**src/sv/pbc_pkg.sv**
```systemverilog
// Shared types, mode codes and the rounded channel product for the pixel blend combiner.
`default_nettype none

package pbc_pkg;

   // Blend mode codes held in the mode register.
   localparam logic [3:0] MODE_ADD       = 4'd0;
   localparam logic [3:0] MODE_SUB       = 4'd1;
   localparam logic [3:0] MODE_MUL       = 4'd2;
   localparam logic [3:0] MODE_MIN       = 4'd3;
   localparam logic [3:0] MODE_MAX       = 4'd4;
   localparam logic [3:0] MODE_SETALPHA  = 4'd5;
   localparam logic [3:0] MODE_PREALPHA  = 4'd6;
   localparam logic [3:0] MODE_OVER      = 4'd7;
   localparam logic [3:0] MODE_MULTIPLY  = 4'd8;
   localparam logic [3:0] MODE_SCREEN    = 4'd9;
   localparam logic [3:0] MODE_DARKLIGHT = 4'd10;

   localparam int LaneCount = 4;
   localparam int AlphaLane = 3;

   localparam logic [32:0] RoundBias = 33'h0_0000_8000;

   // One request: base pixel, top pixel and the darken/lighten select.
   typedef struct packed {
      logic [15:0] base_red;
      logic [15:0] base_green;
      logic [15:0] base_blue;
      logic [15:0] base_alpha;
      logic [15:0] top_red;
      logic [15:0] top_green;
      logic [15:0] top_blue;
      logic [15:0] top_alpha;
      logic        lighten_select;
   } pixel_req_type;

   // One result pixel.
   typedef struct packed {
      logic [15:0] out_red;
      logic [15:0] out_green;
      logic [15:0] out_blue;
      logic [15:0] out_alpha;
   } pixel_rsp_type;

   // Load enables for the two lane pipeline stages.
   typedef struct packed {
      logic load_a;
      logic load_b;
   } stage_enable_type;

   // What one lane hands to the merging stage.
   typedef struct packed {
      logic [15:0] base;
      logic [15:0] top;
      logic [15:0] m0;
      logic [15:0] m1;
      logic [15:0] m2;
   } lane_out_type;

   // Rounded x*y/65535 from the raw 32-bit product.
   function automatic logic [15:0] round_product(input logic [31:0] prod);
      logic [32:0] biased;
      logic [33:0] folded;
      biased = {1'b0, prod} + RoundBias;
      folded = {1'b0, biased} + {17'd0, biased[32:16]};
      return folded[31:16];
   endfunction

endpackage

`default_nettype wire

```
**src/sv/pbc_lane.sv**
```systemverilog
// One channel lane: selects product operands by mode, multiplies, then rounds.
`default_nettype none

module pbc_lane (
   input  wire logic                      clock,
   input  wire pbc_pkg::stage_enable_type enable,
   input  wire logic                      is_alpha,
   input  wire logic [3:0]                blend_mode,
   input  wire logic [15:0]               base_chan,
   input  wire logic [15:0]               top_chan,
   input  wire logic [15:0]               base_alpha,
   input  wire logic [15:0]               top_alpha,
   input  wire logic [15:0]               top_red,
   output pbc_pkg::lane_out_type          lane_out
);

   logic [15:0] x0, y0, x1, y1, x2, y2;
   logic [31:0] p0_ff, p1_ff, p2_ff;
   logic [15:0] base_a_ff, top_a_ff;
   pbc_pkg::lane_out_type lane_ff, lane_in;

   // Operand pairs for up to three products; 65535 - v is the bitwise inverse.
   always_comb begin
      x0 = '0; y0 = '0; x1 = '0; y1 = '0; x2 = '0; y2 = '0;
      case (blend_mode)
         pbc_pkg::MODE_MUL: begin
            x0 = base_chan; y0 = top_chan;
         end
         pbc_pkg::MODE_PREALPHA: begin
            x0 = base_chan; y0 = top_red;
         end
         pbc_pkg::MODE_OVER: begin
            if (is_alpha) begin
               x0 = top_alpha; y0 = ~base_alpha;
            end else begin
               x0 = ~top_alpha; y0 = base_chan;
            end
         end
         pbc_pkg::MODE_MULTIPLY: begin
            if (is_alpha) begin
               x0 = top_alpha; y0 = ~base_alpha;
            end else begin
               x0 = ~top_alpha;  y0 = base_chan;
               x1 = ~base_alpha; y1 = top_chan;
               x2 = top_chan;    y2 = base_chan;
            end
         end
         pbc_pkg::MODE_SCREEN: begin
            x0 = top_chan; y0 = ~base_chan;
         end
         pbc_pkg::MODE_DARKLIGHT: begin
            if (is_alpha) begin
               x0 = top_alpha; y0 = ~base_alpha;
            end else begin
               x0 = top_chan;  y0 = base_alpha;
               x1 = base_chan; y1 = top_alpha;
            end
         end
         default: begin
         end
      endcase
   end

   // Stage A: raw products and the channel operands.
   always_ff @(posedge clock) begin
      if (enable.load_a) begin
         p0_ff     <= 32'(x0) * 32'(y0);
         p1_ff     <= 32'(x1) * 32'(y1);
         p2_ff     <= 32'(x2) * 32'(y2);
         base_a_ff <= base_chan;
         top_a_ff  <= top_chan;
      end
   end

   // Stage B: rounding of each product.
   always_comb begin
      lane_in.base = base_a_ff;
      lane_in.top  = top_a_ff;
      lane_in.m0   = pbc_pkg::round_product(p0_ff);
      lane_in.m1   = pbc_pkg::round_product(p1_ff);
      lane_in.m2   = pbc_pkg::round_product(p2_ff);
   end

   always_ff @(posedge clock) begin
      if (enable.load_b) begin
         lane_ff <= lane_in;
      end
   end

   assign lane_out = lane_ff;

endmodule

`default_nettype wire

```
**config.mk**
```make
export PLATFORM = sky130hd
export DESIGN_NAME = pbc_lane
export DESIGN_NICKNAME = d
export VERILOG_FILES = /design/src/sv/pbc_pkg.sv /design/src/sv/pbc_lane.sv
export SDC_FILE = /design/constraint.sdc
export NUM_CORES = 2
export LEC_CHECK = 0
export BUFFER_PORTS_ARGS = -buffer_cell sky130_fd_sc_hd__buf_2
export CAP_MARGIN = 5
export CORE_ASPECT_RATIO = 0.9
export CORE_UTILIZATION = 49
export CTS_CLUSTER_SIZE = 12
export DETAILED_ROUTE_END_ITERATION = 10
export PLACE_DENSITY = 0.66
export RECOVER_POWER = 50
export SLEW_MARGIN = 5
export SYNTH_ARGS = -nofsm -noshare
export SYNTH_HDL_FRONTEND = slang
export SYNTH_SLANG_ARGS = --single-unit
export TNS_END_PERCENT = 20
```
**constraint.sdc**
```tcl
create_clock -name clock -period 11.3 [get_ports clock]
set_input_delay 1.13 -clock clock [delete_from_list [all_inputs] [get_ports clock]]
set_output_delay 1.13 -clock clock [all_outputs]
set_load 0.05 [all_outputs]
```
==> impl_metrics.csv <==
group,metric,value,unit
power_and_ir_drop,max-vdd-ir-drop,0.112,mV
cts,ctsLongestPathBuffers,3,
placement,place_ws,1790,ps
logic_synthesis,synth_cell_types,88,
floorplanning,fp.dieArea,76500,µm²
timing,worst_slack,2290,ps
routing,drc,0,
logic_synthesis,synthArstFlopShare,0,%
outcome,outcome,"complete, but fails checks",
timing,skew,15.6,ps
worst_setup_path,r2r_slack,6820,ps
floorplanning,num_rows,95,
worst_setup_path,crit_type,"input port to flop",
routing,ant_nets,0,
logic_synthesis,yosysTopAreaCellShare,31.5,%
power_and_ir_drop,powerDensity,74.7,nW/µm²
worst_setup_path,path_max_fanout,30,
timing,max_slew_margin,-180,%
cts,post_cts_buffers,0,
timing,final-hold-violation-count,0,
timing,fin_crit,9010,ps
timing,setup_viol,0,
logic_synthesis,yosysTopAreaCell,"fa_1",
placement,dp.cells,4970,
logic_synthesis,synth.most_common_cell,"inv_1",
worst_setup_path,crit_arrival,9330,ps
logic_synthesis,synth_area,36900,µm²
floorplanning,core,74600,µm²
grt,antenna_found_initial,5,
worst_setup_path,setup.worst_path.start_class,"input port",
timing,fmax,111,MHz
job,drv_cap,7,
cts,clk_latency,590,ps
power_and_ir_drop,p_int,1.81,mW
cts,cts_max_level,1,
grt,grt_max_degree,118,
routing,drtIter0Drc,2537,
routing,num_vias,28586,
timing,slew_violations,283,
grt,grt_pass1_vias,28991,
grt,grt_overflow,0,
timing,finalCritPeriodShare,79.7,%
cts,cts-root-buf,"clkbuf_16",
routing,first_pass_iters,6,
floorplanning,dieWidth,291,µm
logic_synthesis,synth_cells,3978,
cts,cts_resized,0,
logic_synthesis,synth-seq-area-share,16.9,%
logic_synthesis,synth_edf_count,208,
logic_synthesis,synth-main-ff-cell,"edfxtp_1",
cells_and_area,fin_area,39300,µm²
placement,gp_congestion,0.962,
worst_setup_path,crit_required,11620,ps
floorplanning,initial_utilization,49.5,%
placement,io_buffers,167,
floorplanning,io_pins,168,
cts,clock-sinks,208,
timing,whs,415,ps
grt,grt_usage,27.5,%
power_and_ir_drop,p_leak,18.7,nW
cells_and_area,instances_no_fill,5018,
cts,cts_tree,"built",
routing,wl,103,mm
timing,tightest_slew,4200,ps
logic_synthesis,synthTopCellsByArea,"fa_1 (32%), edfxtp_1 (17%), ha_1 (13%)",
cts,postCtsHoldBufs,0,
worst_hold_path,holdCritPathClass,"flop to flop",
power_and_ir_drop,switching_share,38.5,%
power_and_ir_drop,seqPwrFrac,35.1,%
routing,routed_via_density,5.70,
logic_synthesis,ys_ff_latch,208,
cells_and_area,nNetsFinal,5093,
power_and_ir_drop,p_comb_share,36.6,%
cells_and_area,syn2layout_area_growth,6.41,%
power_and_ir_drop,clockPowerShare,28.3,%
cts,clkTransAtPathRegs,50,ps
placement,postPlaceCellArea,38600,µm²
cells_and_area,drive_above_1_share,5.79,%
placement,dpl.hpwl,82.0,mm
power_and_ir_drop,power,2.94,mW
logic_synthesis,synth_commonest_cells,"inv_1 (747), fa_1 (582), nand2_1 (579)",
cts,cts_buffers,26,
logic_synthesis,synth_warnings,0,
timing,rsz0062_at_grt,"no",
timing,finalSetupTns,0,ps
routing,routedWlPerCell,20.6,µm
power_and_ir_drop,p_sw,1.13,mW
grt,grt_pass1_wl,163,mm
floorplanning,die_h,262,µm
worst_setup_path,cp-end-kind,"flop",
outcome,violations,"capacitance limit, slew limit",
logic_synthesis,synth_nets,5043,
cells_and_area,fin_util,52.6,%
logic_synthesis,syn_avg_cell_area,9.28,µm²
## power groups by stage
| stage | Sequential [mW] | Clock [mW] | Combinational, mW |
|---|---|---|---|
| CTS | 1.03 | 0.854 | 1.07 |
| floorplan | 1.12 | 0 | 0.657 |
| global route | 1.04 | 0.885 | 1.19 |
| detailed placement | 1.04 | 0 | 1.06 |
| global placement | 1.04 | 0 | 1.05 |
| finish | 1.03 | 0.832 | 1.07 |
## flip-flops by register name (all words and copies together) (netlist names)
signal / cells
top_a_ff: 16
base_a_ff: 16
p1_ff: 32
lane_out: 80
p0_ff: 32
p2_ff: 32
## final cells by class
type	count	area, µm²
sequential	208	6250
clock buffer	29	662
multi-input combinational	2846	27200
clock inverter	15	169
antenna	4	10.0
inverter	747	2800
fill	6956	35300
timing repair buffer	199	995
tap	970	1210
## per-layer routing
layer / global-route usage [%] / wire length, µm / up-vias
met5: 0 / 0 / -
met4: 9.69 / 4020 / 0
met3: 7.04 / 11500 / 222
met2: 41.5 / 44900 / 1378
met1: 38.4 / 42700 / 14171
li1: - / - / 12815
## logic make-up after synthesis
family                     after synthesis  synth area share, %
and+or+nand+nor                       1182                 14.6
adders and majority gates              977                 44.9
buffers and inverters                  924                 9.58
AOI/OAI and AO/OA                      491                 9.05
DFF                                    208                 16.9
xor gates and xnor gates               161                 4.01
muxes                                   35                0.955
## final timing paths
| kind | from | to | depth (start not counted) |
|---|---|---|---|
| max | blend_mode[3] | p1_ff[27] | 28 |
| min | base_a_ff[10] | lane_out[74] | 0 |
| max reg2reg | p2_ff[15] | lane_out[15] | 15 |
| min reg2reg | base_a_ff[10] | lane_out[74] | 0 |
## critical path, cell delays in order
cell	delay [ps]
buf_2	330
nor2b_1	180
buf_4	230
nand2_1	400
nor2_2	970
a22o_1	640
nand2_1	140
fa_1	510
inv_1	50
fa_1	490
inv_1	50
fa_1	540
inv_1	50
fa_1	480
inv_1	50
fa_1	380
fa_1	510
inv_1	40
ha_1	330
a21oi_1	150
o21ai_1	110
o41ai_1	410
nand2_1	120
o21ai_2	210
nor2_1	70
a211oi_1	410
nor2b_1	210
xnor2_1	90
## layout by cell type (no fill, tap or decap), types with 9 or more instances in the layout
| cell type | n |
|---|---|
| a22oi_1 | 18 |
| and2_1 | 40 |
| nor2_1 | 272 |
| xnor2_1 | 104 |
| fa_1 | 582 |
| clkbuf_1 | 72 |
| a221o_1 | 14 |
| and3_1 | 109 |
| o21ai_0 | 68 |
| a221oi_2 | 9 |
| nand2_1 | 579 |
| o211ai_1 | 20 |
| nand4_1 | 18 |
| buf_4 | 28 |
| inv_1 | 747 |
| buf_2 | 101 |
| nand2b_1 | 14 |
| nor2b_1 | 27 |
| clkbuf_16 | 26 |
| ha_1 | 395 |
| o21a_1 | 18 |
| a31oi_1 | 13 |
| o21ai_1 | 10 |
| a22o_1 | 17 |
| edfxtp_1 | 208 |
| nand3_1 | 48 |
| mux2i_1 | 33 |
| xor2_1 | 52 |
| a21oi_1 | 145 |
| a211oi_1 | 12 |
| o21bai_1 | 18 |
| a21o_1 | 60 |
| nor3_1 | 16 |
Power figures use the tool's default switching activity.
